==> config.mk <==
export PLATFORM = sky130hd
export DESIGN_NAME = vts_front
export DESIGN_NICKNAME = d
export VERILOG_FILES = /design/src/vts_pkg.sv /design/src/vts_front.sv
export SDC_FILE = /design/constraint.sdc
export NUM_CORES = 1
export LEC_CHECK = 0
export ABC_AREA = 1
export BUFFER_PORTS_ARGS = -buffer_cell sky130_fd_sc_hd__buf_2
export CORE_MARGIN = 1
export CORE_UTILIZATION = 48
export DETAILED_ROUTE_END_ITERATION = 16
export PLACE_DENSITY = 0.69
export SLEW_MARGIN = 20
export SYNTH_ARGS = -nofsm -noshare
export SYNTH_HDL_FRONTEND = slang
export SYNTH_SLANG_ARGS = --single-unit
==> constraint.sdc <==
create_clock -name clock -period 7.9 [get_ports clock]
set_input_delay 1.58 -clock clock [delete_from_list [all_inputs] [get_ports clock]]
set_output_delay 1.58 -clock clock [all_outputs]
set_load 0.005 [all_outputs]
==> src/vts_pkg.sv <==
// vts_pkg: shared constants and types of the voxel trilinear sampler
// no dependencies; imported by vts_front, vts_back and voxel_trilinear_sampler

`default_nettype none

package vts_pkg;

   // grid and number formats
   localparam int MAX_DIM         = 32;
   localparam int VALUE_BITS      = 16;
   localparam int COORD_FRAC_BITS = 16;
   localparam int COORD_W         = 16;
   localparam int IN_ADDR_W       = 15;
   localparam int SIZE_W          = 6;
   localparam logic [SIZE_W-1:0] SIZE_RESET = SIZE_W'(32);

   // request function codes
   localparam logic FUNC_WRITE  = 1'b0;
   localparam logic FUNC_SAMPLE = 1'b1;

   // register indexes
   localparam logic [1:0] REG_SIZE_X = 2'd0;
   localparam logic [1:0] REG_SIZE_Y = 2'd1;
   localparam logic [1:0] REG_SIZE_Z = 2'd2;

   // derived widths
   localparam int IDX_W       = $clog2(MAX_DIM);
   localparam int DIM_W       = $clog2(MAX_DIM + 1);
   localparam int ROW_W       = $clog2(MAX_DIM * MAX_DIM);
   localparam int STORE_DEPTH = MAX_DIM * MAX_DIM * MAX_DIM;
   localparam int ADDR_W      = $clog2(STORE_DEPTH);

   // register port
   localparam int CSR_AW = 4;
   localparam int CSR_DW = 32;

   // axis sizes as held in the registers
   typedef struct packed {
      logic [SIZE_W-1:0] size_x;
      logic [SIZE_W-1:0] size_y;
      logic [SIZE_W-1:0] size_z;
   } size_cfg_type;

   // one classified request passed from the front end to the back end
   typedef struct packed {
      logic                                sample;
      logic                                wr_en;
      logic [ADDR_W-1:0]                   wr_addr;
      logic [VALUE_BITS-1:0]               wr_value;
      logic [3:0][ADDR_W-1:0]              base;
      logic [1:0][IDX_W-1:0]               zi;
      logic [COORD_FRAC_BITS-1:0]          fx;
      logic [COORD_FRAC_BITS-1:0]          fy;
      logic [COORD_FRAC_BITS-1:0]          fz;
   } job_type;

endpackage

`default_nettype wire

==> src/vts_front.sv <==
// vts_front: accepts requests, splits sample points into cells and fractions
// and works out the four corner row addresses; depends on vts_pkg

`default_nettype none

module vts_front (
   input  logic                            clock,
   input  logic                            reset,
   input  logic                            push,
   output logic                            full,
   input  logic                            req_func,
   input  logic [vts_pkg::IN_ADDR_W-1:0]   req_voxel_address,
   input  logic [vts_pkg::VALUE_BITS-1:0]  req_voxel_value,
   input  logic [vts_pkg::COORD_W-1:0]     req_point_x,
   input  logic [vts_pkg::COORD_W-1:0]     req_point_y,
   input  logic [vts_pkg::COORD_W-1:0]     req_point_z,
   input  vts_pkg::size_cfg_type           cfg,
   output logic                            job_push,
   input  logic                            job_full,
   output vts_pkg::job_type                job
);

   import vts_pkg::*;

   localparam int   SCL_W       = COORD_FRAC_BITS + DIM_W;

   localparam logic [2:0] F_IDLE  = 3'd0;
   localparam logic [2:0] F_SCALE = 3'd1;
   localparam logic [2:0] F_ROW   = 3'd2;
   localparam logic [2:0] F_BASE  = 3'd3;
   localparam logic [2:0] F_PUSH  = 3'd4;

   typedef struct packed {
      logic [IDX_W-1:0]           lo;
      logic [IDX_W-1:0]           hi;
      logic [COORD_FRAC_BITS-1:0] frac;
   } axis_type;

   // size register saturated to the usable range
   function automatic logic [DIM_W-1:0] eff_size(input logic [SIZE_W-1:0] s);
      logic [DIM_W-1:0] r;
      if (32'(s) < 2) begin
         r = DIM_W'(2);
      end else if (32'(s) > MAX_DIM) begin
         r = DIM_W'(MAX_DIM);
      end else begin
         r = DIM_W'(s);
      end
      return r;
   endfunction

   // coordinate to lower index, upper index and fraction
   function automatic axis_type split(input logic [COORD_W-1:0] p,
                                      input logic [DIM_W-1:0] n);
      logic [COORD_FRAC_BITS-1:0] c;
      logic [SCL_W-1:0]           s;
      logic [DIM_W-1:0]           cell_idx;
      logic [DIM_W-1:0]           last;
      axis_type                   a;
      c    = p[COORD_FRAC_BITS-1:0];
      if (c == '0) begin
         c = COORD_FRAC_BITS'(1);
      end
      s    = SCL_W'(c) * SCL_W'(n);
      last = n - DIM_W'(1);
      cell_idx = s[COORD_FRAC_BITS +: DIM_W];
      if (cell_idx > last) begin
         cell_idx = last;
      end
      a.lo   = cell_idx[IDX_W-1:0];
      a.hi   = (cell_idx >= last) ? last[IDX_W-1:0] : IDX_W'(cell_idx + DIM_W'(1));
      a.frac = s[COORD_FRAC_BITS-1:0];
      return a;
   endfunction

   logic [2:0]         state_ff, state_in;
   logic [COORD_W-1:0] pt_x_ff, pt_x_in;
   logic [COORD_W-1:0] pt_y_ff, pt_y_in;
   logic [COORD_W-1:0] pt_z_ff, pt_z_in;
   axis_type           ax_x_ff, ax_x_in;
   axis_type           ax_y_ff, ax_y_in;
   logic [ROW_W-1:0]   row_ff [4];
   logic [ROW_W-1:0]   row_in [4];
   job_type            job_ff, job_in;
   logic [DIM_W-1:0]   nx, ny, nz;

   assign nx       = eff_size(cfg.size_x);
   assign ny       = eff_size(cfg.size_y);
   assign nz       = eff_size(cfg.size_z);
   assign full     = (state_ff != F_IDLE);
   assign job      = job_ff;
   assign job_push = (state_ff == F_PUSH);

   // request sequencer
   always_comb begin
      axis_type         ax_z;
      logic [ROW_W-1:0] xe;
      logic [ROW_W-1:0] ye;
      logic [ROW_W-1:0] ne;
      state_in = state_ff;
      pt_x_in  = pt_x_ff;
      pt_y_in  = pt_y_ff;
      pt_z_in  = pt_z_ff;
      ax_x_in  = ax_x_ff;
      ax_y_in  = ax_y_ff;
      row_in   = row_ff;
      job_in   = job_ff;
      ax_z     = split(pt_z_ff, nz);
      xe       = '0;
      ye       = '0;
      ne       = ROW_W'(ny);
      case (state_ff)
         F_IDLE: begin
            if (push) begin
               if (req_func == FUNC_SAMPLE) begin
                  pt_x_in  = req_point_x;
                  pt_y_in  = req_point_y;
                  pt_z_in  = req_point_z;
                  state_in = F_SCALE;
               end else begin
                  job_in.sample   = 1'b0;
                  job_in.wr_en    = (32'(req_voxel_address) < STORE_DEPTH);
                  job_in.wr_addr  = ADDR_W'(req_voxel_address);
                  job_in.wr_value = req_voxel_value;
                  state_in        = F_PUSH;
               end
            end
         end
         F_SCALE: begin
            ax_x_in         = split(pt_x_ff, nx);
            ax_y_in         = split(pt_y_ff, ny);
            job_in.sample   = 1'b1;
            job_in.wr_en    = 1'b0;
            job_in.wr_addr  = '0;
            job_in.wr_value = '0;
            job_in.zi[0]    = ax_z.lo;
            job_in.zi[1]    = ax_z.hi;
            job_in.fz       = ax_z.frac;
            job_in.fx       = ax_x_in.frac;
            job_in.fy       = ax_y_in.frac;
            state_in        = F_ROW;
         end
         F_ROW: begin
            // row of corner {i,j} is x_i * ny + y_j
            for (int k = 0; k < 4; k++) begin
               xe = ROW_W'(((k & 2) != 0) ? ax_x_ff.hi : ax_x_ff.lo);
               ye = ROW_W'(((k & 1) != 0) ? ax_y_ff.hi : ax_y_ff.lo);
               row_in[k] = xe * ne + ye;
            end
            state_in = F_BASE;
         end
         F_BASE: begin
            for (int k = 0; k < 4; k++) begin
               job_in.base[k] = ADDR_W'(row_ff[k]) * ADDR_W'(nz);
            end
            state_in = F_PUSH;
         end
         F_PUSH: begin
            if (!job_full) begin
               state_in = F_IDLE;
            end
         end
         default: begin
            state_in = F_IDLE;
         end
      endcase
   end

   always_ff @(posedge clock) begin
      if (reset) begin
         state_ff <= F_IDLE;
      end else begin
         state_ff <= state_in;
      end
   end

   // request payload and intermediate results
   always_ff @(posedge clock) begin
      pt_x_ff <= pt_x_in;
      pt_y_ff <= pt_y_in;
      pt_z_ff <= pt_z_in;
      ax_x_ff <= ax_x_in;
      ax_y_ff <= ax_y_in;
      row_ff  <= row_in;
      job_ff  <= job_in;
   end

endmodule

`default_nettype wire

==> key figures <==
Critical path
  – Worst r2r src: pt_z_ff[12]
  – Crit path capture type: flip-flop
  – Reg2Reg Depth: 34
  – Critical Path Source Type: input pin
  – WP data arrival: 7.74 ns
  – Critical Path RT: 8.23 ns
  – Setup crit start: cfg[1]
  – Setup CP Type: input pin to flip-flop
  – Worst path depth: 38
  – WP buf/inv: 8
  – Cell mode on critical path: nand2_1
  – CP max stage delay: 0.49 ns
  – CP max FO: 10
  – Slowest cell on the critical path: fa_1
  – Cell family with the largest share of critical-path delay: adder cells

Global route
  – GRT overflow: 0
  – Vias in the first global route: 22060
  – First-pass GRT wire length: 106100 µm
  – Largest net degree at the start of global routing: 63
  – Gr usage total: 21.20%
  – Antenna violations before repair: 0

Clock network
  – Worst-path clk slew: 0.06 ns
  – Max Root-Sink Buffers: 3
  – CTS Sinks: 262
  – H-Tree Depth: 1
  – Clk Latency, worst-skew pair: 0.60 ns
  – Resize count post-CTS: 0
  – Post-CTS Setup Bufs: 0
  – TritonCTS clock tree: built
  – Num CTS Buffers: 31
  – Cts hold-fix bufs: 0
  – Root Driver: clkbuf_16

Synthesis
  – Flops & latches, synth: 262
  – Synth top cells by count: 760 x inv_1, 723 x nand2_1, 436 x nor2_1, 325 x fa_1, 280 x ha_1
  – Largest cells by area after synthesis: edfxtp_1 27%, fa_1 22%, ha_1 12%
  – Yosys top cell area share: 26.89%
  – EDFF count, synth: 259
  – Post-Syn Area: 28930 µm²
  – Synth warn: 0
  – Synth area leader: edfxtp_1
  – Asr flop ratio synth: 0%
  – Top_reg_cell synth: edfxtp_1
  – Syn Inst Count: 3410
  – Most frequent cell after synthesis: inv_1
  – Syn Area/Cell: 8.483 µm²
  – Synth cell types: 47
  – Seq/Total Area, Yosys: 27.09%

STA
  – Max_slew headroom: 37.64%
  – Pins Over Slew Limit: 0
  – Tmin final: 7.410 ns
  – Final worst path period share: 93.80%
  – Final number of setup-violating endpoints: 0
  – Worst Clk Skew: 0.02458 ns
  – RSZ-0062 raised after global routing: no
  – Final hold vios: 0
  – Fmax: 0.1349 GHz
  – Slew @ Worst Pin: 0.9344 ns
  – Setup TNS: 0 ns

Placed design
  – Placed cell count: 4444
  – DP Wirelength: 51530 µm
  – Count of input and output buffers: 254
  – Routability cong.: 0.8911

Power and ir drop
  – Peak VDD IR: 181.2 µV
  – Net Sw Frac: 39.40%
  – P_int: 4.026 mW
  – Power per cell area: 203.9 nW/µm²
  – Combinational share of power: 47.0%
  – Static Leak: 17.45 nW
  – Clock Power Share: 24.0%
  – Sequential group share of total power: 29.0%
  – NetSw: 2.617 mW

Routing
  – DRT iter0 DRCs: 1195
  – Average wire per standard cell: 14.01 µm
  – Avg Vias per Cell: 4.911
  – Post-route DRC: 0
  – Final WL: 63090 µm
  – Via count: 22110
  – Post-DRT Antenna Nets: 0
  – Drt first pass iters: 7

Min path
  – Min-Delay Path Class: flip-flop to flip-flop
  – WHS Path Cells: 1
  – Min-delay src: ax_y_ff[21]

Die
  – Row cnt: 89
  – Top Ports: 255
  – Die height: 247.5 µm
  – Die area: 61250 µm²
  – CORE AREA: 59240 µm²
  – Starting Density: 48.83%
  – Die Width: 247.5 µm

Finish
  – Layout cells sized above 1: 11.96%
  – Layout Cells excl Fill: 4502
  – Fillcell total: 5510
  – N_diodes: 0
  – Area growth syn-to-layout: 12.62%
  – Final nets: 4411

Outcome
  – Status: completed

Run
  – Max Cap Viol: 0
-- worst paths after layout --
check / to / slack (ns)
hold reg to reg: row_ff[10] / 0.59
setup / recovery: job[54] / 0.49
setup reg to reg: job[54] / 1.14
hold / removal: row_ff[10] / 0.59
-- worst register-to-register path: cells and delay by family, from the launching register on --
family | cells | cell delay (ns)
adder cells (fa/ha/maj) | 6 | 2.35
flip-flops | 1 | 0.46
AND/OR/NAND/NOR | 18 | 2.63
XOR/XNOR | 1 | 0.16
buffers and inverters | 4 | 0.33
AO/OA/AOI/OAI | 5 | 0.53
-- per-stage QoR --
step / setup WS (ns) / power (mW) / hold slack (ns) / util, % / instance area (µm²)
global route: 0.008942 / 7.242 / 0.6051 / 54.99 / 32580
detailed placement: -0.1971 / 5.076 / 0.5750 / 53.03 / 31420
floorplan: 0.2752 / 4.236 / 0.5573 / - / 28950
finish: 0.4896 / 6.643 / 0.5917 / 54.99 / 32580
global placement: -0.03639 / 5.011 / 0.5802 / 53.03 / 31420
CTS: 0.4374 / 6.709 / 0.5947 / 54.94 / 32550
-- metal layers --
layer	wire, µm	global-route usage, %	up-vias
met2	30240	36.14	459
met4	1718	5.666	0
met5	0	0	-
met3	2740	2.444	97
met1	28390	28.58	10510
li1	-	-	11040
-- cells by family after synthesis --
family | share of synthesized area [%]
compound gates | 3.703
fa+ha+maj | 34.60
other cells | 0.01296
buf+inv | 10.93
xor+xnor | 4.308
simple gates | 19.35
flops | 27.09
-- power groups by stage --
| stage | registers [mW] | clock network [mW] | logic, mW |
|---|---|---|---|
| after floorplan | 1.95 | 0 | 2.29 |
| after global placement | 1.95 | 0 | 3.06 |
| after detailed placement | 1.96 | 0 | 3.12 |
| after CTS | 1.93 | 1.64 | 3.14 |
| after global routing | 1.94 | 1.68 | 3.62 |
| final | 1.93 | 1.60 | 3.12 |
-- flip-flops by register name, indices dropped and copies added (netlist names) --
signal / cells
pt_z_ff: 16
row_ff: 40
pt_x_ff: 16
ax_x_ff: 10
pt_y_ff: 16
state_ff: 3
job: 151
ax_y_ff: 10
-- cells in the final DEF, fill, tap and decap left out, types with 6 or more instances in the layout --
master       n
o21bai_1     9
ha_1       280
clkinv_2     8
inv_1      756
bufinv_16    8
edfxtp_1   259
nand3_2      7
buf_2      254
nand2_1    723
xor2_1      84
nor2_2      10
xnor2_1     49
nand4_1     18
nand3_1    114
or2_2        7
o21ai_0     24
a21oi_1    122
fa_1       325
nand2_2     13
inv_2       20
a31oi_1      9
or2_1        8
buf_4       59
nor3_1       9
o2111ai_1    7
conb_1       6
nor4_1      12
nor2_1     432
o21ai_1      6
clkbuf_16   31
-- final cells by class --
type	count	area, µm²	area share [%]
Timing Repair Buffer	313	1714	5.262
Multi-Input combinational cell	2319	18010	55.28
Inverter	777	2918	8.956
Sequential cell	262	7838	24.06
Tap cell	773	967.2	2.969
Clock buffer	33	783.3	2.404
Clock inverter	25	350.3	1.075
Note: power is estimated with default switching activity, not from simulation.
