File: src/vts_queue.sv
// vts_queue: small register queue with full and empty flags
// no dependencies; used between front and back end and on the result side

`default_nettype none

module vts_queue #(
   parameter int WIDTH = 8,
   parameter int DEPTH = 2
) (
   input  logic             clock,
   input  logic             reset,
   input  logic             push,
   input  logic [WIDTH-1:0] wdata,
   output logic             full,
   input  logic             pop,
   output logic             empty,
   output logic [WIDTH-1:0] rdata
);

   localparam int PTR_W = (DEPTH > 1) ? $clog2(DEPTH) : 1;
   localparam int CNT_W = $clog2(DEPTH + 1);

   logic [WIDTH-1:0] slot_ff [DEPTH];
   logic [PTR_W-1:0] wr_ptr_ff, wr_ptr_in;
   logic [PTR_W-1:0] rd_ptr_ff, rd_ptr_in;
   logic [CNT_W-1:0] count_ff, count_in;
   logic             do_push, do_pop;

   assign full    = (count_ff == CNT_W'(DEPTH));
   assign empty   = (count_ff == '0);
   assign do_push = push && !full;
   assign do_pop  = pop && !empty;
   assign rdata   = slot_ff[rd_ptr_ff];

   // pointer and fill count update
   always_comb begin
      wr_ptr_in = wr_ptr_ff;
      rd_ptr_in = rd_ptr_ff;
      count_in  = count_ff;
      if (do_push) begin
         wr_ptr_in = (wr_ptr_ff == PTR_W'(DEPTH - 1)) ? '0 : wr_ptr_ff + PTR_W'(1);
      end
      if (do_pop) begin
         rd_ptr_in = (rd_ptr_ff == PTR_W'(DEPTH - 1)) ? '0 : rd_ptr_ff + PTR_W'(1);
      end
      if (do_push && !do_pop) begin
         count_in = count_ff + CNT_W'(1);
      end else if (do_pop && !do_push) begin
         count_in = count_ff - CNT_W'(1);
      end
   end

   always_ff @(posedge clock) begin
      if (reset) begin
         wr_ptr_ff <= '0;
         rd_ptr_ff <= '0;
         count_ff  <= '0;
      end else begin
         wr_ptr_ff <= wr_ptr_in;
         rd_ptr_ff <= rd_ptr_in;
         count_ff  <= count_in;
      end
   end

   // slot storage
   always_ff @(posedge clock) begin
      if (do_push) begin
         slot_ff[wr_ptr_ff] <= wdata;
      end
   end

endmodule

`default_nettype wire

File: config.mk
export PLATFORM = sky130hd
export DESIGN_NAME = vts_queue
export DESIGN_NICKNAME = d
export VERILOG_FILES = /design/src/vts_queue.sv
export SDC_FILE = /design/constraint.sdc
export NUM_CORES = 1
export LEC_CHECK = 0
export BUFFER_PORTS_ARGS = -buffer_cell sky130_fd_sc_hd__buf_2
export CORE_UTILIZATION = 48
export DETAILED_ROUTE_END_ITERATION = 16
export PLACE_DENSITY = 0.82
export RECOVER_POWER = 25
export SYNTH_ARGS = -nofsm -noshare
export SYNTH_HDL_FRONTEND = slang
export SYNTH_SLANG_ARGS = --single-unit
File: constraint.sdc
create_clock -name clock -period 1.9 [get_ports clock]
set_input_delay 0.095 -clock clock [delete_from_list [all_inputs] [get_ports clock]]
set_output_delay 0.095 -clock clock [all_outputs]
set_load 0.1 [all_outputs]
==> flow_metrics.py, run 1 <==
metrics = {
    "outcome": {
        "status": "finished clean",
    },
    "critical_path": {
        "critPathArrivalTime_ns": 1.83,
        "r2r_slack_ns": 0.30,
        "path_delay_family": "flip-flops",
        "critPathBufInv": 0,
        "crit_chain": "o21ai_0 > ha_1 > or3_1 > a21oi_1",
        "startpoint": "count_ff[0]",
        "cp-end-kind": "register",
        "endpoint": "count_ff[1]",
        "r2r_end": "count_ff[1]",
        "critical_path.startpoint_type": "register",
        "crit_fanout": 5,
        "crit_type": "register to register",
        "cpPeakStageDelay_ns": 0.47,
        "r2r_cells": 4,
        "crit_required_ns": 2.12,
        "critical_path_depth": 4,
        "timing.rr.start": "count_ff[0]",
        "cp_slowest_cell": "dfxtp_1",
    },
    "timing": {
        "min_period_over_period_pct": 84.5,
        "slew_headroom_pct": 67.5,
        "fin_skew_ns": 0.00579,
        "tns_ns": 0,
        "fin_crit_ns": 1.60,
        "fmax_mhz": 623,
        "setup_viol": 0,
        "worst_pin_slew_ns": 0.491,
        "rsz0062_at_grt": "no",
        "final_max_slew_viol_count": 0,
        "hold_violations": 0,
    },
    "place": {
        "placed_cells": 86,
        "gp_congestion": 0.616,
        "io_buffers": 21,
        "dp_hpwl_um": 829,
    },
    "die": {
        "initial_core_util_pct": 52.1,
        "die_y_um": 42.7,
        "die-area_um2": 1820,
        "die_w_um": 42.7,
        "core_um2": 1520,
        "ioPinCount": 22,
        "std_cell_rows": 14,
    },
    "finish": {
        "area_growth_pct": 29.0,
        "antenna_cells": 0,
        "fin_nets": 96,
        "drive_above_1_share_pct": 39.0,
        "instances_no_fill": 98,
        "fill_cells": 117,
    },
    "clocking": {
        "cts_max_level": 1,
        "cts_tree": "built",
        "cts_resized": 0,
        "clk_root_buffer_cell": "clkbuf_4",
        "clkSinkCount": 21,
        "cts_inserted_buffers": 3,
        "cts_max_path_buffers": 2,
        "worstSkewPairLatency_ns": 0.29,
        "cts.clk_slew.worst_paths_ns": 0.11,
    },
    "global_route": {
        "grt_max_degree": 12,
        "antenna_found_initial": 0,
        "gr-total-overflow": 0,
        "grt_pass1_wl_mm": 2.03,
        "grt_pass1_vias": 522,
        "grt_use_total_pct": 15.7,
    },
    "logic_synthesis": {
        "synthFlopType": "edfxtp_1",
        "synth_largest_area_cell": "edfxtp_1",
        "synth_cell_types": 13,
        "yosys.area.top_type_share_pct": 60.6,
        "ys_top_cells_by_count": "edfxtp_1, mux2_2, dfxtp_1, nor2_1",
        "netlist_area_um2": 793,
        "syn_nets": 63,
        "ys_ff_latch": 21,
        "synth_most_common_cell": "edfxtp_1",
        "ys_seq_area_share_pct": 73.2,
        "synthArstFlopShare_pct": 0,
        "synth-edff-count": 16,
        "synth_area_leaders": "edfxtp_1, dfxtp_1, mux2_2, xor2_1, nor2_1",
        "ys_warn_count": 0,
        "syn_inst": 50,
        "syn_area_per_cell_um2": 15.9,
    },
    "detailed_routing": {
        "drc": 0,
        "viasPerCell": 5.02,
        "wl_mm": 1.22,
        "drtPass1Iterations": 4,
        "ant_nets": 0,
        "via_count": 492,
        "drtIter0Drc": 6,
        "wl_per_cell_um": 12.5,
    },
    "flow_run": {
        "cap_viol_max_count": 0,
    },
    "hold_path": {
        "hold_class": "input port to register",
        "holdCritStartpoint": "reset",
    },
}
worst min-delay path by stage:
stage,end,slack [ns],cells after the start
final,wr_ptr_ff,0.02,2
after global routing,wr_ptr_ff,0.006,2
after CTS,count_ff[1],0.02,2
after detailed placement,slot_ff[1][5],0.29,1
after global placement,slot_ff[1][2],0.28,1
after floorplan,count_ff[1],0.16,1
worst register-to-register path, cell delays in order (launching register included):
cell	delay, ns
dfxtp_1	0.47
o21ai_0	0.20
ha_1	0.36
or3_1	0.37
a21oi_1	0.14
cell type report:
class                      count  area [um^2]  share of cell area (%)
timing repair buffer          29          184                    18.0
tap                           16         20.0                    1.96
clock buffer                   4         26.3                    2.57
multi-input combinational     26          205                    20.0
inverter                       2         7.51                   0.733
sequential                    21          581                    56.7
per-stage QoR:
stage | setup slack, ns | cell area [um^2] | util [%] | hold WS (ns)
floorplan | 0.00669 | 798 | - | 0.164
global route | 0.156 | 1020 | 67.2 | 0.00624
global placement | 0.391 | 918 | 60.3 | 0.283
CTS | 0.282 | 1020 | 67.2 | 0.0165
detailed placement | 0.301 | 918 | 60.3 | 0.286
finish | 0.295 | 1020 | 67.2 | 0.0175
layout by cell type (no fill, tap or decap):
master,Yosys,layout
buf_2,1,20
edfxtp_1,16,16
dlygate4sd3_1,0,8
clkbuf_4,0,3
nor2_1,5,5
clkbuf_1,0,2
mux2_2,8,8
and2_1,1,1
dfxtp_1,5,5
xor2_1,3,3
o21ai_0,3,3
inv_1,2,2
nor2b_4,0,1
or3_1,2,2
a21oi_1,2,2
ha_1,1,1
flip-flops by register name, indices dropped and copies added, names as in the netlist, named ones only:
register	count
count_ff	2
rd_ptr_ff	1
wr_ptr_ff	1
slot_ff	16
metal layers:
layer	GRT usage [%]	vias to the layer above	part of all wire, %
met5	0	-	0
met4	9.38	0	0.90
met3	2.98	2	5.0
met2	28.8	18	52
met1	16.2	227	42
li1	-	245	-
logic make-up after synthesis:
| kind of cell | Yosys count | share of synthesized area, % |
|---|---|---|
| compound gates | 5 | 3.15 |
| xor+xnor | 3 | 3.31 |
| fa+ha+maj | 1 | 1.58 |
| buf+inv | 3 | 1.58 |
| flops | 21 | 73.2 |
| mux | 8 | 11.4 |
| simple gates | 9 | 5.84 |
what timing repair did:
item | 4_1_cts | 5_1_grt
hold buffers | 8 | 0
hold endpoints to repair | 16 | 0
buffers inserted | 0 | 0
Power of run 1 is not shown: default switching activity piles up to over one toggle a cycle in this logic, so the estimate is an artifact.
==> inputs of run 2 (changes only) <==
Settings changed: ABC_AREA set to 1, CORE_UTILIZATION 48 to 49, PLACE_DENSITY 0.82 to 0.83.
Clock period 1.9 ns to 1.5 ns, I/O delays scaled along.
==> run 2 against run 1 <==
  * Sequential share of layout area is 4.9 points lower
  * Die area is 2.2% higher
  * First-iteration DRC count stayed put
  * Cell count is 18% higher
  * Critical endpoint is now rdata[3]
==> flow_metrics.py, run 2 <==
metrics = {
    "detailed_routing": {
        "drtIter0Drc": 6,
        "via_count": 562,
        "wl_mm": 1.44,
        "wl_per_cell_um": 12.4,
        "drc": 0,
        "drtPass1Iterations": 4,
        "ant_nets": 0,
        "viasPerCell": 4.84,
    },
    "global_route": {
        "grt_pass1_wl_mm": 2.26,
        "gr-total-overflow": 0,
        "grt_max_degree": 12,
        "antenna_found_initial": 0,
        "grt_pass1_vias": 548,
        "grt_use_total_pct": 17.3,
    },
    "power": {
        "p_clk_share_pct": 11.0,
        "intPower_uw": 1160,
        "p_comb_share_pct": 53.9,
        "p_seq_share_pct": 35.1,
        "power_switching_uw": 1160,
        "switching_share_pct": 49.9,
        "power_per_cell_area_nw_per_um2": 2070,
        "ir_drop_uv": 1390,
        "cellLeakagePower_uw": 0.000470,
    },
    "timing": {
        "hold_violations": 0,
        "fin_crit_ns": 1.44,
        "fmax_mhz": 694,
        "hold_slack_ns": 0.0562,
        "slew_headroom_pct": 67.9,
        "setup_viol": 0,
        "tns_ns": 0,
        "rsz0062_at_grt": "no",
        "fin_skew_ns": 0.00355,
        "worst_pin_slew_ns": 0.485,
        "min_period_over_period_pct": 96.1,
        "final_max_slew_viol_count": 0,
    },
    "critical_path": {
        "critical_path.startpoint_type": "register",
        "critPathArrivalTime_ns": 1.37,
        "timing.rr.start": "count_ff[1]",
        "r2r_slack_ns": 0.12,
        "crit_type": "register to primary output",
        "cp-end-kind": "primary output",
        "crit_fanout": 8,
        "r2r_end": "count_ff[1]",
        "crit_required_ns": 1.42,
        "r2r_cells": 9,
    },
    "logic_synthesis": {
        "synth_most_common_cell": "edfxtp_1",
        "synth_area_leaders": "edfxtp_1, dfxtp_1, mux2_2, nor2_1, inv_1",
        "synthArstFlopShare_pct": 0,
        "ys_warn_count": 0,
        "synth-edff-count": 16,
        "synthFlopType": "edfxtp_1",
        "ys_top_cells_by_count": "edfxtp_1, nor2_1, mux2_2",
        "ys_seq_area_share_pct": 70.1,
        "syn_nets": 75,
        "ys_ff_latch": 21,
        "syn_area_per_cell_um2": 13.4,
        "netlist_area_um2": 828,
        "synth_largest_area_cell": "edfxtp_1",
        "syn_inst": 62,
        "yosys.area.top_type_share_pct": 58.0,
        "synth_cell_types": 16,
    },
    "clocking": {
        "cts_setup_buffers": 0,
        "cts_inserted_buffers": 3,
        "worstSkewPairLatency_ns": 0.29,
        "cts_max_path_buffers": 2,
        "clkSinkCount": 21,
        "clk_root_buffer_cell": "clkbuf_4",
        "cts_tree": "built",
        "cts_max_level": 1,
        "cts.clk_slew.worst_paths_ns": 0.11,
    },
    "finish": {
        "layout_commonest_cell": "edfxtp_1",
        "drive_above_1_share_pct": 44.0,
        "antenna_cells": 0,
        "reg_top3": "slot_ff: 16 flops, count_ff: 2 flops",
        "regMostFlops": "slot_ff",
        "fin_nets": 114,
        "largest_reg_flops": 16,
        "layout_common_cells": "edfxtp_1, buf_2, mux2_2, clkbuf_4, dlygate4sd3_1",
        "final_area_um2": 1120,
        "area_growth_pct": 35.6,
    },
    "flow_run": {
        "cap_viol_max_count": 0,
    },
    "hold_path": {
        "min_path_cells": 4,
        "hold-path-endpoint": "count_ff[1]",
        "hold_class": "input port to register",
        "holdCritStartpoint": "reset",
    },
    "outcome": {
        "status": "finished clean",
    },
    "place": {
        "placed_area_um2": 998,
        "dp_hpwl_mm": 1.06,
        "gp_congestion": 0.759,
        "io_buffers": 21,
    },
    "die": {
        "std_cell_rows": 14,
        "core_um2": 1540,
        "ioPinCount": 22,
        "die-area_um2": 1860,
        "initial_core_util_pct": 53.7,
        "die_w_um": 43.1,
        "die_y_um": 43.1,
    },
}
-- run 2: cell types whose count changed in the layout (fill, tap and decap cells not counted), moves of 3 or more --
cell      previous run  this run
nand2_1              0         4
clkbuf_4             3         8
buf_2               20        12
buf_4                0         6
xor2_1               3         0
inv_1                2         7
-- run 2: through the flow --
step	cells	util, %	setup slack [ns]	power (uW)
after floorplan	62	-	0.142	1800
after global placement	104	64.8	0.224	1990
after detailed placement	104	64.8	0.144	2030
after CTS	116	71.8	0.0250	2300
after global routing	116	72.9	0.00179	2420
final	116	72.9	0.0589	2320
-- run 2: layout make-up --
| cell class | instances | area [um^2] |
|---|---|---|
| flip-flops and latches | 21 | 582 |
| fillers | 106 | 418 |
| clock buffers | 4 | 26.3 |
| inverters | 9 | 33.8 |
| well taps | 16 | 20.0 |
| repair buffers | 35 | 240 |
| multi-input cells | 31 | 221 |
-- run 2: worst max-delay path, stage by stage, from the launching register on --
cell and delay (ns):
dfxtp_2 0.44, mux2_2 0.36, clkbuf_4 0.28
-- run 2: power groups by stage --
stage          logic [uW]  registers (uW)  clock network [uW]
6_report             1250             815                 256
4_1_cts              1230             812                 262
2_1_floorplan         992             809                   0
5_1_grt              1310             826                 286
3_3_place_gp         1170             817                   0
3_5_place_dp         1210             825                   0
-- run 2: what timing repair did --
item,in CTS,in global routing
setup endpoints to repair,8,6
hold endpoints to repair,16,0
resized for setup,1,6
pin swaps,0,0
hold buffers,8,0
-- run 2: kinds of logic (layout without fill, tap and decap cells) --
group,Yosys count,in the layout,share of synthesized area [%]
AOI/OAI and AO/OA,6,6,4.53
adders and majority gates,1,1,1.51
buffers and inverters,10,48,4.68
DFF,21,21,70.1
muxes,8,8,10.9
and+or+nand+nor,16,16,8.31
-- run 2: worst max-delay path by stage --
stage / depth (start not counted) / endpoint / start / slack, ns
after CTS: 2 / rdata[3] / register / 0.03
final: 2 / rdata[3] / register / 0.06
after floorplan: 2 / slot_ff[1][0] / count_ff[0] / 0.14
after global routing: 2 / rdata[5] / register / 0.002
after detailed placement: 8 / count_ff[1] / count_ff[0] / 0.14
after global placement: 9 / count_ff[1] / count_ff[1] / 0.22
-- run 2: layer usage --
layer | global-route usage [%] | vias to the layer above | part of all wire [%]
met2 | 32.8 | 12 | 59
met5 | 0 | - | 0
met4 | 7.27 | 0 | 0.76
met3 | 3.83 | 2 | 2.9
li1 | - | 287 | -
met1 | 17.8 | 261 | 37
Note: power is estimated with default switching activity, not from simulation.
==> inputs of run 3 (changes only) <==
Settings changed: CELL_PAD_IN_SITES_DETAIL_PLACEMENT set to 0, CELL_PAD_IN_SITES_GLOBAL_PLACEMENT set to 1, CORE_ASPECT_RATIO set to 1.5, CORE_UTILIZATION 49 to 39.
==> run 3 against run 2 <==
  * Cell count is 2.6% higher
  * Clock skew is 0.00070 ns higher
  * Combinational power is 4% lower
  * Fmax is 1.5% higher
  * Clock power is 4% higher
  * Register-to-register slack hardly changed
  * Critical path type unchanged
==> flow_metrics.py, run 3 (same netlist as run 2, synthesis figures left out) <==
metrics = {
    "critical_path": {
        "cp_slowest_cell": "dfxtp_4",
        "crit_required_ns": 1.42,
        "timing.rr.start": "count_ff[1]",
        "cpPeakStageDelay_ns": 0.42,
        "critical_path.startpoint_type": "register",
        "crit_chain": "mux2_2 > clkbuf_4",
        "crit_type": "register to primary output",
        "critPathArrivalTime_ns": 1.34,
        "crit_fanout": 8,
        "path_delay_family": "flip-flops",
        "r2r_cells": 9,
        "cp-end-kind": "primary output",
        "r2r_end": "count_ff[1]",
        "r2r_slack_ns": 0.13,
        "critPathBufInv": 1,
    },
    "hold_path": {
        "hold_class": "input port to register",
        "min_path_cells": 4,
        "holdCritStartpoint": "reset",
        "hold-path-endpoint": "count_ff[1]",
    },
    "die": {
        "initial_core_util_pct": 41.4,
        "die_y_um": 58.4,
        "std_cell_rows": 20,
        "ioPinCount": 22,
        "die-area_um2": 2320,
        "die_w_um": 39.6,
        "core_um2": 2000,
    },
    "power": {
        "p_comb_share_pct": 52.0,
        "power_per_cell_area_nw_per_um2": 2050,
        "p_clk_share_pct": 11.5,
        "power_switching_uw": 1150,
        "intPower_uw": 1150,
        "cellLeakagePower_uw": 0.000452,
        "ir_drop_uv": 1340,
        "power_uw": 2300,
        "p_seq_share_pct": 36.5,
        "switching_share_pct": 49.8,
    },
    "global_route": {
        "antenna_found_initial": 0,
        "gr-total-overflow": 0,
        "grt_max_degree": 12,
        "grt_use_total_pct": 14.0,
        "grt_pass1_vias": 511,
        "grt_pass1_wl_mm": 2.10,
    },
    "timing": {
        "setup_viol": 0,
        "hold_violations": 0,
        "fmax_mhz": 704,
        "fin_crit_ns": 1.42,
        "fin_skew_ns": 0.00425,
        "rsz0062_at_grt": "yes",
        "final_max_slew_viol_count": 0,
        "min_period_over_period_pct": 94.6,
        "worst_pin_slew_ns": 0.484,
        "slew_headroom_pct": 68.0,
    },
    "place": {
        "gp_congestion": 0.643,
        "io_buffers": 21,
        "dp_hpwl_mm": 1.00,
        "placed_area_um2": 983,
    },
    "outcome": {
        "status": "finished clean",
    },
    "finish": {
        "fin_nets": 111,
        "multiInputGateArea_um2": 221,
        "area_growth_pct": 35.2,
        "antenna_cells": 0,
        "largest_reg_flops": 16,
        "drive_above_1_share_pct": 41.2,
        "register_area_um2": 588,
        "reg_top3": "slot_ff: 16 flops, count_ff: 2 flops",
        "final_area_um2": 1120,
        "fill_cells": 179,
        "regMostFlops": "slot_ff",
        "layout_commonest_cell": "edfxtp_1",
        "layout_common_cells": "edfxtp_1, clkbuf_4, buf_2",
    },
    "clocking": {
        "cts_tree": "built",
        "cts.clk_slew.worst_paths_ns": 0.11,
        "clkSinkCount": 21,
        "cts_setup_buffers": 0,
        "cts_max_path_buffers": 2,
        "worstSkewPairLatency_ns": 0.30,
        "cts_max_level": 1,
        "clk_root_buffer_cell": "clkbuf_4",
        "cts_inserted_buffers": 3,
    },
    "detailed_routing": {
        "wl_per_cell_um": 12.3,
        "drtPass1Iterations": 4,
        "wl_mm": 1.46,
        "drtIter0Drc": 7,
        "drc": 0,
        "via_count": 556,
        "viasPerCell": 4.67,
        "ant_nets": 0,
    },
    "flow_run": {
        "cap_viol_max_count": 0,
    },
}
## run 3: changes by cell type in the layout (fill, tap and decap cells not counted), moves of 2 or more
cell / delta
buf_2: -3
buf_4: -2
clkbuf_1: +2
clkbuf_2: -2
clkbuf_4: +2
dfxtp_4: +2
## run 3: worst max-delay path by stage
stage / end / slack [ns] / depth (start not counted)
floorplan: slot_ff[1][0] / 0.14 / 2
global placement: count_ff[1] / 0.1 / 9
detailed placement: count_ff[1] / 0.04 / 8
CTS: rdata[7] / 0.01 / 2
global route: count_ff[1] / -0.003 / 9
finish: rdata[7] / 0.08 / 2
## run 3: repair_timing
action	4_1_cts	5_1_grt
resized for setup	2	11
setup endpoints to repair	8	9
hold endpoints to repair	16	0
pin swaps	0	0
hold buffers	8	0
## run 3: area by class of cell
| cell class | count | area share (%) |
|---|---|---|
| clock buffer | 4 | 2.35 |
| inverter | 9 | 3.02 |
| tap | 22 | 2.46 |
| multi-input combinational | 31 | 19.8 |
| timing repair buffer | 32 | 19.9 |
| sequential | 21 | 52.5 |
## run 3: worst reg2reg max path: stages (launching register included)
cell     delay, ns
dfxtp_4       0.38
inv_1         0.09
o21ai_4       0.17
inv_2         0.06
ha_1          0.26
inv_1         0.11
nand3_1       0.09
nand2_1       0.06
inv_1         0.03
nor2_1        0.07
## run 3: power groups by stage
stage / Clock, uW / Combinational, uW / Sequential [uW]
after floorplan: 0 / 992 / 809
after global placement: 0 / 1130 / 832
after detailed placement: 0 / 1140 / 840
after CTS: 270 / 1170 / 827
after global routing: 289 / 1260 / 859
final: 265 / 1200 / 838
## run 3: stage by stage
step	hold slack, ns	TNS (ns)	setup WS (ns)	cells	utilization (%)
5_1_grt	0.0702	-0.00328	-0.00328	119	55.9
6_report	0.0451	0	0.0803	119	55.9
2_1_floorplan	0.174	0	0.142	62	-
3_3_place_gp	0.265	0	0.0990	107	49.1
4_1_cts	0.0581	0	0.0102	119	54.6
3_5_place_dp	0.270	0	0.0449	107	49.1
## run 3: layer usage
| metal | global-route usage [%] | share of wire (%) | vias to the layer above |
|---|---|---|---|
| met4 | 11.8 | 3.5 | 0 |
| met5 | 0 | 0 | - |
| met2 | 23.4 | 53 | 18 |
| met3 | 2.26 | 2.6 | 5 |
| li1 | - | - | 282 |
| met1 | 14.2 | 41 | 251 |
